[src/hdl/assert_macros.svh]
// ----------------------------------------------------------------------------
// Assertion macros
// Clocked concurrent assertion helpers shared by the RTL.
// ----------------------------------------------------------------------------
`ifndef ASSERT_MACROS_SVH
`define ASSERT_MACROS_SVH
`ifndef SYNTHESIS
`define ASSERT_ALWAYS(label, clk, rst, expr) \
   label: assert property (@(posedge clk) disable iff (rst) (expr)) \
      else $error("assertion failed");
`define ASSERT_NEXT(label, clk, rst, pre, post) \
   label: assert property (@(posedge clk) disable iff (rst) (pre) |=> (post)) \
      else $error("assertion failed");
`else
`define ASSERT_ALWAYS(label, clk, rst, expr)
`define ASSERT_NEXT(label, clk, rst, pre, post)
`endif
`endif

[src/hdl/mtep_pkg.sv]
// ----------------------------------------------------------------------------
// MIDI track event parser package
// Shared codes, constants and transfer types.
// ----------------------------------------------------------------------------
`default_nettype none
package mtep_pkg;

   typedef enum logic [2:0] {
      PH_DELTA    = 3'd0,
      PH_STATUS   = 3'd1,
      PH_METATYPE = 3'd2,
      PH_LEN      = 3'd3,
      PH_DATA     = 3'd4
   } phase_type;

   typedef enum logic [2:0] {
      ST_OK          = 3'd0,
      ST_BAD_TRACK   = 3'd1,
      ST_BAD_STATUS  = 3'd2,
      ST_NO_RUNNING  = 3'd3,
      ST_PAST_END    = 3'd4,
      ST_LONG_VARLEN = 3'd5
   } status_type;

   typedef enum logic {
      OP_START = 1'b0,
      OP_BYTE  = 1'b1
   } op_type;

   localparam logic [7:0] STATUS_BIT  = 8'h80;
   localparam logic [7:0] DATA_MASK   = 8'h7f;
   localparam logic [7:0] SYSEX_F0    = 8'hf0;
   localparam logic [7:0] SYSEX_F7    = 8'hf7;
   localparam logic [7:0] META_FF     = 8'hff;
   localparam logic [3:0] HI_PROGRAM  = 4'hc;
   localparam logic [3:0] HI_PRESSURE = 4'hd;

   typedef struct packed {
      op_type      op;
      logic [3:0]  track;
      logic [31:0] track_length;
      logic [7:0]  data_byte;
      logic        bad_track;
   } item_type;

   typedef struct packed {
      logic [3:0]  out_track;
      logic [31:0] tick;
      logic [7:0]  event_byte;
      logic        first_of_event;
      logic        last_of_event;
      status_type  status;
   } rsp_type;

endpackage
`default_nettype wire

[src/hdl/mtep_front.sv]
// ----------------------------------------------------------------------------
// MIDI track event parser front end
// Accepts input items, checks the track number and queues them.
// ----------------------------------------------------------------------------
`default_nettype none
module mtep_front
   import mtep_pkg::*;
#(
   parameter int MAX_TRACKS = 16
) (
   input  wire logic        clock,
   input  wire logic        reset,
   input  wire logic        req_push,
   output      logic        req_full,
   input  wire logic        req_op,
   input  wire logic [3:0]  req_track,
   input  wire logic [31:0] req_track_length,
   input  wire logic [7:0]  req_data_byte,
   input  wire logic [4:0]  active_tracks,
   output      logic        item_valid,
   output      item_type    item,
   input  wire logic        item_pop
);
   item_type   q_ff [2];
   logic [1:0] count_ff, count_in;
   logic       wr_ff, wr_in, rd_ff, rd_in;
   logic       push, pop, bad;

   assign req_full   = (count_ff == 2'd2);
   assign push       = req_push && !req_full;
   assign item_valid = (count_ff != 2'd0);
   assign pop        = item_pop && item_valid;
   assign item       = q_ff[rd_ff];
   assign bad = ({1'b0, req_track} >= active_tracks) ||
                (32'(req_track) >= 32'(MAX_TRACKS));

   always_comb begin
      count_in = count_ff + 2'(push) - 2'(pop);
      wr_in    = wr_ff ^ push;
      rd_in    = rd_ff ^ pop;
   end

   always_ff @(posedge clock) begin
      if (reset) begin
         count_ff <= '0;
         wr_ff    <= 1'b0;
         rd_ff    <= 1'b0;
      end else begin
         count_ff <= count_in;
         wr_ff    <= wr_in;
         rd_ff    <= rd_in;
      end
   end

   always_ff @(posedge clock) begin
      if (push) begin
         q_ff[wr_ff] <= '{op: op_type'(req_op), track: req_track,
                          track_length: req_track_length,
                          data_byte: req_data_byte, bad_track: bad};
      end
   end
endmodule
`default_nettype wire

[src/hdl/mtep_back.sv]
// ----------------------------------------------------------------------------
// MIDI track event parser back end
// Per-track parse state; turns one item into up to two results a cycle when there is room.
// ----------------------------------------------------------------------------
`default_nettype none
module mtep_back
   import mtep_pkg::*;
#(
   parameter int MAX_TRACKS = 16
) (
   input  wire logic       clock,
   input  wire logic       reset,
   input  wire logic       item_valid,
   input  wire item_type   item,
   input  wire logic       room,
   output      logic       fire,
   output      logic [1:0] res_cnt,
   output      rsp_type    res0,
   output      rsp_type    res1
);
   localparam int TW = (MAX_TRACKS > 1) ? $clog2(MAX_TRACKS) : 1;

   phase_type   phase_ff   [MAX_TRACKS];
   logic [31:0] tick_ff    [MAX_TRACKS];
   logic [27:0] accum_ff   [MAX_TRACKS];
   logic [2:0]  vcnt_ff    [MAX_TRACKS];
   logic [7:0]  run_ff     [MAX_TRACKS];
   logic [31:0] remain_ff  [MAX_TRACKS];
   logic [31:0] consume_ff [MAX_TRACKS];
   logic [31:0] length_ff  [MAX_TRACKS];
   logic        halted_ff  [MAX_TRACKS];

   phase_type   phase_in;
   logic [31:0] tick_in, remain_in, consume_in;
   logic [27:0] accum_in, shifted;
   logic [2:0]  vcnt_in;
   logic [7:0]  run_in, c, run_cur;
   logic        halted_in, wr_state, wr_start;
   logic [TW-1:0] t;
   logic [32:0] sum;
   logic [3:0]  hi;
   logic [31:0] tk;

   assign fire = item_valid && room;
   assign t    = TW'(item.track);
   assign c    = item.data_byte;
   assign tk   = tick_ff[t];
   assign run_cur = run_ff[t];
   assign shifted = {accum_ff[t][20:0], c[6:0]};
   assign sum  = {1'b0, tk} + {5'd0, shifted};

   always_comb begin
      phase_in   = phase_ff[t];
      tick_in    = tk;
      accum_in   = accum_ff[t];
      vcnt_in    = vcnt_ff[t];
      run_in     = run_cur;
      remain_in  = remain_ff[t];
      consume_in = consume_ff[t] + 32'd1;
      halted_in  = halted_ff[t];
      wr_state   = 1'b0;
      wr_start   = 1'b0;
      res_cnt    = 2'd0;
      hi         = 4'd0;
      res0 = '{out_track: item.track, tick: tk, event_byte: c,
               first_of_event: 1'b0, last_of_event: 1'b0, status: ST_OK};
      res1 = res0;
      if (item.bad_track) begin
         res_cnt = 2'd1;
         res0.tick = '0;
         res0.event_byte = '0;
         res0.status = ST_BAD_TRACK;
      end else if (item.op == OP_START) begin
         wr_start = 1'b1;
      end else if (!halted_ff[t]) begin
         wr_state = 1'b1;
         res_cnt  = 2'd1;
         if (consume_ff[t] >= length_ff[t]) begin
            halted_in = 1'b1;
            consume_in = consume_ff[t];
            res0.event_byte = '0;
            res0.status = ST_PAST_END;
         end else begin
            unique case (phase_ff[t])
               PH_DELTA, PH_LEN: begin
                  if (c[7] && vcnt_ff[t] >= 3'd3) begin
                     halted_in = 1'b1;
                     res0.event_byte = '0;
                     res0.status = ST_LONG_VARLEN;
                  end else begin
                     accum_in = shifted;
                     vcnt_in  = vcnt_ff[t] + 3'd1;
                     if (phase_ff[t] == PH_DELTA) begin
                        res_cnt = 2'd0;
                        if (!c[7]) begin
                           tick_in  = sum[32] ? '1 : sum[31:0];
                           accum_in = '0;
                           vcnt_in  = '0;
                           phase_in = PH_STATUS;
                        end
                     end else if (!c[7]) begin
                        remain_in = {4'd0, shifted};
                        accum_in  = '0;
                        vcnt_in   = '0;
                        if (shifted == '0) begin
                           phase_in = PH_DELTA;
                           res0.last_of_event = 1'b1;
                        end else begin
                           phase_in = PH_DATA;
                        end
                     end
                  end
               end
               PH_STATUS: begin
                  res0.first_of_event = 1'b1;
                  if (c == META_FF) begin
                     run_in   = '0;
                     phase_in = PH_METATYPE;
                  end else if (c == SYSEX_F0 || c == SYSEX_F7) begin
                     run_in   = '0;
                     accum_in = '0;
                     vcnt_in  = '0;
                     phase_in = PH_LEN;
                  end else if (c[7]) begin
                     if (c > SYSEX_F0) begin
                        halted_in = 1'b1;
                        res0 = '{out_track: item.track, tick: tk, event_byte: '0,
                                 first_of_event: 1'b0, last_of_event: 1'b0,
                                 status: ST_BAD_STATUS};
                     end else begin
                        run_in    = c;
                        hi        = c[7:4];
                        remain_in = (hi == HI_PROGRAM || hi == HI_PRESSURE)
                                    ? 32'd1 : 32'd2;
                        phase_in  = PH_DATA;
                     end
                  end else if ((run_cur & STATUS_BIT) == '0) begin
                     halted_in = 1'b1;
                     res0 = '{out_track: item.track, tick: tk, event_byte: '0,
                              first_of_event: 1'b0, last_of_event: 1'b0,
                              status: ST_NO_RUNNING};
                  end else begin
                     hi = run_cur[7:4];
                     res_cnt = 2'd2;
                     res0.event_byte = run_cur;
                     if (hi == HI_PROGRAM || hi == HI_PRESSURE) begin
                        remain_in = '0;
                        phase_in  = PH_DELTA;
                        res1.last_of_event = 1'b1;
                     end else begin
                        remain_in = 32'd1;
                        phase_in  = PH_DATA;
                     end
                  end
               end
               PH_METATYPE: begin
                  accum_in = '0;
                  vcnt_in  = '0;
                  phase_in = PH_LEN;
               end
               PH_DATA: begin
                  if (remain_ff[t] != '0) begin
                     remain_in = remain_ff[t] - 32'd1;
                  end
                  if (remain_ff[t] <= 32'd1) begin
                     phase_in = PH_DELTA;
                     res0.last_of_event = 1'b1;
                  end
               end
               default: begin
                  phase_in = PH_DELTA;
                  res_cnt  = 2'd0;
               end
            endcase
         end
      end
   end

   always_ff @(posedge clock) begin
      if (reset) begin
         for (int i = 0; i < MAX_TRACKS; i++) begin
            halted_ff[i] <= 1'b1;
         end
      end else if (fire && wr_start) begin
         halted_ff[t] <= 1'b0;
      end else if (fire && wr_state) begin
         halted_ff[t] <= halted_in;
      end
   end

   always_ff @(posedge clock) begin
      if (fire && wr_start) begin
         phase_ff[t]   <= PH_DELTA;
         tick_ff[t]    <= '0;
         accum_ff[t]   <= '0;
         vcnt_ff[t]    <= '0;
         run_ff[t]     <= '0;
         remain_ff[t]  <= '0;
         consume_ff[t] <= '0;
         length_ff[t]  <= item.track_length;
      end else if (fire && wr_state) begin
         phase_ff[t]   <= phase_in;
         tick_ff[t]    <= tick_in;
         accum_ff[t]   <= accum_in;
         vcnt_ff[t]    <= vcnt_in;
         run_ff[t]     <= run_in;
         remain_ff[t]  <= remain_in;
         consume_ff[t] <= consume_in;
      end
   end
endmodule
`default_nettype wire

[src/hdl/mtep_rsp_fifo.sv]
// ----------------------------------------------------------------------------
// MIDI track event parser result queue
// Four-entry queue taking up to two results per cycle.
// ----------------------------------------------------------------------------
`default_nettype none
module mtep_rsp_fifo
   import mtep_pkg::*;
(
   input  wire logic       clock,
   input  wire logic       reset,
   input  wire logic       push,
   input  wire logic [1:0] push_cnt,
   input  wire rsp_type    din0,
   input  wire rsp_type    din1,
   output      logic       room,
   output      logic [2:0] count,
   output      logic       rsp_empty,
   input  wire logic       rsp_pop,
   output      rsp_type    dout
);
   rsp_type    mem_ff [4];
   logic [2:0] count_ff, count_in;
   logic [1:0] wr_ff, wr_in, rd_ff, rd_in, n;
   logic       pop;

   assign n         = push ? push_cnt : 2'd0;
   assign rsp_empty = (count_ff == 3'd0);
   assign pop       = rsp_pop && !rsp_empty;
   assign room      = (count_ff <= 3'd2);
   assign count     = count_ff;
   assign dout      = mem_ff[rd_ff];

   always_comb begin
      count_in = count_ff + 3'(n) - 3'(pop);
      wr_in    = wr_ff + n;
      rd_in    = rd_ff + 2'(pop);
   end

   always_ff @(posedge clock) begin
      if (reset) begin
         count_ff <= '0;
         wr_ff    <= '0;
         rd_ff    <= '0;
      end else begin
         count_ff <= count_in;
         wr_ff    <= wr_in;
         rd_ff    <= rd_in;
      end
   end

   always_ff @(posedge clock) begin
      if (n != 2'd0) begin
         mem_ff[wr_ff] <= din0;
      end
      if (n == 2'd2) begin
         mem_ff[wr_ff + 2'd1] <= din1;
      end
   end
endmodule
`default_nettype wire

[src/hdl/midi_track_event_parser.sv]
// ----------------------------------------------------------------------------
// MIDI track event parser
// Parses interleaved Standard MIDI File track chunks one byte at a time.
// ----------------------------------------------------------------------------
//  channel | ports              | transfer when
//  req     | push / full        | push && !full
//  rsp     | empty / pop        | pop && !empty
//  csr     | valid / ready      | valid && ready (ready always high)
//
// One item per cycle while the result queue has room. The back end needs two
// free result slots to take an item, since a running-status byte yields two
// results. Per-track state is read and written in the same cycle, so no
// forwarding is needed.
// Reset is synchronous; all tracks start halted until a start item.
// Stalls on rsp back up through the two-entry input queue to full.
`default_nettype none
`include "assert_macros.svh"
module midi_track_event_parser
   import mtep_pkg::*;
#(
   parameter int MAX_TRACKS = 16
) (
   input  wire logic        clock,
   input  wire logic        reset,
   input  wire logic        req_push,
   output      logic        req_full,
   input  wire logic        req_op,
   input  wire logic [3:0]  req_track,
   input  wire logic [31:0] req_track_length,
   input  wire logic [7:0]  req_data_byte,
   output      logic        rsp_empty,
   input  wire logic        rsp_pop,
   output      logic [3:0]  rsp_out_track,
   output      logic [31:0] rsp_tick,
   output      logic [7:0]  rsp_event_byte,
   output      logic        rsp_first_of_event,
   output      logic        rsp_last_of_event,
   output      logic [2:0]  rsp_status,
   input  wire logic        csr_valid,
   output      logic        csr_ready,
   input  wire logic [4:0]  csr_active_tracks
);
   logic [4:0] active_ff, active_in;
   logic       item_valid, fire, room;
   item_type   item;
   logic [1:0] res_cnt;
   rsp_type    res0, res1, dout;
   logic [2:0] rsp_count;

   // configuration register; write it only while idle (the block does not enforce it)
   assign csr_ready = 1'b1;
   assign active_in = (csr_valid && csr_ready) ? csr_active_tracks : active_ff;

   always_ff @(posedge clock) begin
      if (reset) begin
         active_ff <= 5'd1;
      end else begin
         active_ff <= active_in;
      end
   end

   mtep_front #(.MAX_TRACKS(MAX_TRACKS)) u_front (
      .clock, .reset, .req_push, .req_full, .req_op, .req_track,
      .req_track_length, .req_data_byte,
      .active_tracks(active_ff),
      .item_valid, .item, .item_pop(fire)
   );

   mtep_back #(.MAX_TRACKS(MAX_TRACKS)) u_back (
      .clock, .reset, .item_valid, .item, .room, .fire, .res_cnt, .res0, .res1
   );

   mtep_rsp_fifo u_rsp (
      .clock, .reset, .push(fire), .push_cnt(res_cnt), .din0(res0), .din1(res1),
      .room, .count(rsp_count), .rsp_empty, .rsp_pop, .dout
   );

   assign rsp_out_track      = dout.out_track;
   assign rsp_tick           = dout.tick;
   assign rsp_event_byte     = dout.event_byte;
   assign rsp_first_of_event = dout.first_of_event;
   assign rsp_last_of_event  = dout.last_of_event;
   assign rsp_status         = dout.status;

   `ASSERT_ALWAYS(a_rsp_bound, clock, reset, rsp_count <= 3'd4)
   `ASSERT_ALWAYS(a_fire_room, clock, reset, !fire || rsp_count <= 3'd2)
   `ASSERT_NEXT(a_pair_lands, clock, reset, fire && res_cnt == 2'd2, !rsp_empty)
endmodule
`default_nettype wire

[config.mk]
export PLATFORM = sky130hd
export DESIGN_NAME = midi_track_event_parser
export DESIGN_NICKNAME = d
export VERILOG_FILES = /design/src/hdl/mtep_pkg.sv /design/src/hdl/mtep_front.sv /design/src/hdl/mtep_back.sv /design/src/hdl/mtep_rsp_fifo.sv /design/src/hdl/midi_track_event_parser.sv
export VERILOG_INCLUDE_DIRS = /design/src /design/src/hdl
export SDC_FILE = /design/constraint.sdc
export NUM_CORES = 2
export LEC_CHECK = 0
export BUFFER_PORTS_ARGS = -buffer_cell sky130_fd_sc_hd__buf_2
export CORE_ASPECT_RATIO = 1.2
export CORE_UTILIZATION = 52
export DETAILED_ROUTE_END_ITERATION = 6
export HOLD_SLACK_MARGIN = 0.02
export PLACE_DENSITY = 0.7
export SYNTH_ARGS = -nofsm -noshare
export SYNTH_HDL_FRONTEND = slang
export SYNTH_SLANG_ARGS = --single-unit
[constraint.sdc]
create_clock -name clock -period 11.07 [get_ports clock]
set_clock_uncertainty 0.1 [all_clocks]
set_input_delay 1.6605 -clock clock [delete_from_list [all_inputs] [get_ports clock]]
set_output_delay 1.6605 -clock clock [all_outputs]
set_load 0.02 [all_outputs]
==> metrics.md <==
| Metric | Value |
|---|---|
| Most used flip-flop cell after synthesis | edfxtp_1 |
| Mapped cell area | 0.119 mm2 |
| Met3 WL | 24,800 um |
| Chip Height | 525 um |
| Pre-antenna DRT Iters | 7 |
| Postcts setup bufs | 0 |
| Core area | 0.226 mm2 |
| Final min period | 8.97 ns |
| # rows | 191 |
| Crit path max-delay cell type | nor2_2 |
| Clk_lat worst skew | 0.98 ns |
| Pwr per Cell Area | 236 mW/mm2 |
| Top Metal Used | met5 |
| CTS tree | done |
| Post-DP HPWL | 167,000 um |
| Largest area contributor in the netlist | edfxtp_1 |
| Top cell type's share of synthesized area | 72.9% |
| Die span in x | 438 um |
| Final ANT Viol Nets | 0 |
| First-pass GRT wire length | 446,000 um |
| Met1 WL | 114,000 um |
| Met2 routed WL | 155,000 um |
| Static Leak | 41.8 nW |
| Status | finished with violations |
| Period utilization | 81.0% |
| Hold Buf Count CTS | 0 |
| Dpl cells | 9,399 |
| Seq/Total Area, Yosys | 73.7% |
| Area Overhead vs Synth | 11.2% |
| Failing checks | design-rule violations |
| Clock Pin Slew Worst Setup and Hold Paths | 0.06 ns |
| DR vias | 65,100 |
| Share of cells above drive strength 1 | 20.9% |
| Clock H-tree levels | 5 |
| Final Hold Viols | 0 |
| Worst-Margin Slew | 1.27 ns |
| Largest net degree at the start of global routing | 103 |
| Ports | 107 |
| Worst Setup End Kind | register |
| Vias per std cell | 6.57 |
| Worst-path cell chain | buf_4 -> and3b_1 -> nor2_2 -> o22ai_1 -> nor2_1 -> nor2_1 -> or4_1 -> inv_1 -> ha_1 -> nand2_1 -> nor4_1 -> nand2_1 -> a221oi_1 -> o21ai_2 -> buf_4 -> nand4_1 -> nor3_2 -> inv_2 -> o211ai_2 -> nand4_2 -> and2_1 -> clkinv_1 -> buf_12 |
| HP Class | reg -> reg |
| Total wire length | 309,000 um |
| EDFF count, synth | 2,880 |
| Final setup fails | 0 |
| Number of synthesized register bits | 2,928 |
| Nets | 6,842 |
| Fmax | 112 MHz |
| Initial Utilization | 52.4% |
| Syn Inst Count | 6,477 |
| Slew Limit Fails | 0 |
| Post-cts repair resize count | 0 |
| Synth top area cells | edfxtp_1 73%, mux4_2 11%, nand2_1 1.7% |
| WL per Instance | 31.2 um |
| Crit path largest cell delay | 0.85 ns |
| Unrepaired setup endpoints after global routing | false |
| Initial antenna violation count | 7 |
| Post-Syn Area per Cell | 18.3 um2 |
| Critical path required time | 11.68 ns |
| Num CTS Buffers | 298 |
| Most frequent cells in the layout | 2,880 x edfxtp_1, 590 x mux4_2, 543 x nand2_1, 302 x clkbuf_16, 190 x buf_4 |
| Setup CP Type | reg -> reg |
| Buffers on Ports | 105 |
| Netlist cell types | 100 |
| GPL Wtd Cong | 0.911 |
| Overall Global Routing Usage | 26.7% |
| Vias in the first global route | 65,300 |
| Die ar. | 0.230 mm2 |
| Total of warnings raised by yosys | 0 |
| Post-synth net total | 6,611 |
| Worst VDD drop | 0.190 mV |
| Clock Sinks | 2,928 |
| Most common cell after layout, fill and taps aside | edfxtp_1 |
| CP arrival | 9.58 ns |
| Asr flop ratio synth | 0% |
| Worst Setup Start Kind | register |
| Final TNS setup | 0 ns |
| Crit-path max FO | 49 |
| DR iter-0 viols | 8,113 |
| Max cap viols | 0 |
| Total grt overflow | 0 |
| Longest Clk Path Bufs | 4 |
| Slew margin rel. | 14.7% |
| Clock Tree Root | clkbuf_16 |
| Non-filler cells, final | 9,913 |
| # DRC | 47 |
## cell usage after synthesis, types with 86 or more instances
master,n
edfxtp_1,2880
mux4_2,590
nand2_1,548
nor2_1,195
a22oi_1,176
a21oi_1,173
clkbuf_1,157
nand3_1,151
o21ai_0,150
nor2b_1,95
a31oi_1,87
a21boi_0,86
## cells by family (layout without fill, tap and decap cells)
family	after synthesis	after routing	synth area share (%)
flops	2928	2928	73.7
simple gates	1304	1304	5.31
compound gates	963	963	5.42
mux	703	703	12.2
buf+inv	440	881	2.02
fa+ha+maj	80	80	0.855
xor+xnor	58	58	0.428
other cells	1	5	0.00316
## metal layers
| metal | GRT usage [%] | vias up |
|---|---|---|
| met5 | 0 | - |
| met4 | 11.7 | 6 |
| met3 | 4.22 | 748 |
| met2 | 44.7 | 3440 |
| met1 | 34.6 | 34200 |
| li1 | - | 26700 |
## path summary, 6_finish.rpt
path         slack, ns  cells past startpoint                  end           startpoint
max reg2reg       2.10                     23  u_rsp.mem_ff[3][22]        u_front.rd_ff
min reg2reg       0.37                      2  u_back.halted_ff[3]  u_back.halted_ff[3]
min               0.37                      2  u_back.halted_ff[3]  u_back.halted_ff[3]
max               2.10                     23  u_rsp.mem_ff[3][22]        u_front.rd_ff
## registers in the layout (all words and copies together) (netlist names)
register / cells
u_back.halted_ff: 16
u_back.remain_ff: 512
u_back.tick_ff: 512
u_back.accum_ff: 336
u_front.q_ff: 92
u_front.count_ff: 2
u_front.rd_ff: 1
u_rsp.wr_ff: 2
u_rsp.count: 3
u_back.phase_ff: 48
u_back.consume_ff: 512
u_back.run_ff: 128
u_back.length_ff: 512
u_rsp.rd_ff: 2
u_back.vcnt_ff: 48
u_front.wr_ff: 1
u_rsp.mem_ff: 196
active_ff: 5
## where the power goes
part | internal, mW | total, mW | switching [mW] | leakage (nW)
clock | 5.46 | 9.52 | 4.06 | 4.40
combinational | 2.92 | 8.51 | 5.59 | 11.6
sequential | 13.0 | 13.1 | 0.147 | 25.8
## critical path, delay by kind of cell (launching register included)
family | cells | cell delay, ns
flops | 1 | 0.68
buf+inv | 6 | 2.37
simple gates | 12 | 4.03
compound gates | 4 | 1.33
fa+ha+maj | 1 | 0.12
## cell type report
class | instances | area [um2]
diodes | 4 | 10.0
flip-flops and latches | 2928 | 87500
repair buffers | 306 | 2170
well taps | 2991 | 3740
fillers | 16500 | 94200
clock buffers | 363 | 7800
multi-input cells | 3109 | 29000
inverters | 65 | 364
clock inverters | 147 | 1240
## metrics by stage
stage / hold WS (ns) / worst slack, ns / area, um2 / power, mW / utilization (%)
6_report: 0.370 / 2.10 / 132000 / 31.2 / 58.3
5_1_grt: 0.383 / 1.71 / 132000 / 32.1 / 58.3
4_1_cts: 0.367 / 2.19 / 132000 / 31.2 / 58.3
3_5_place_dp: 0.351 / 2.18 / 123000 / 21.8 / 54.3
3_3_place_gp: 0.343 / 2.20 / 123000 / 21.6 / 54.3
2_1_floorplan: 0.332 / 3.38 / 119000 / 18.9 / -
(Power assumes the default switching activity.)
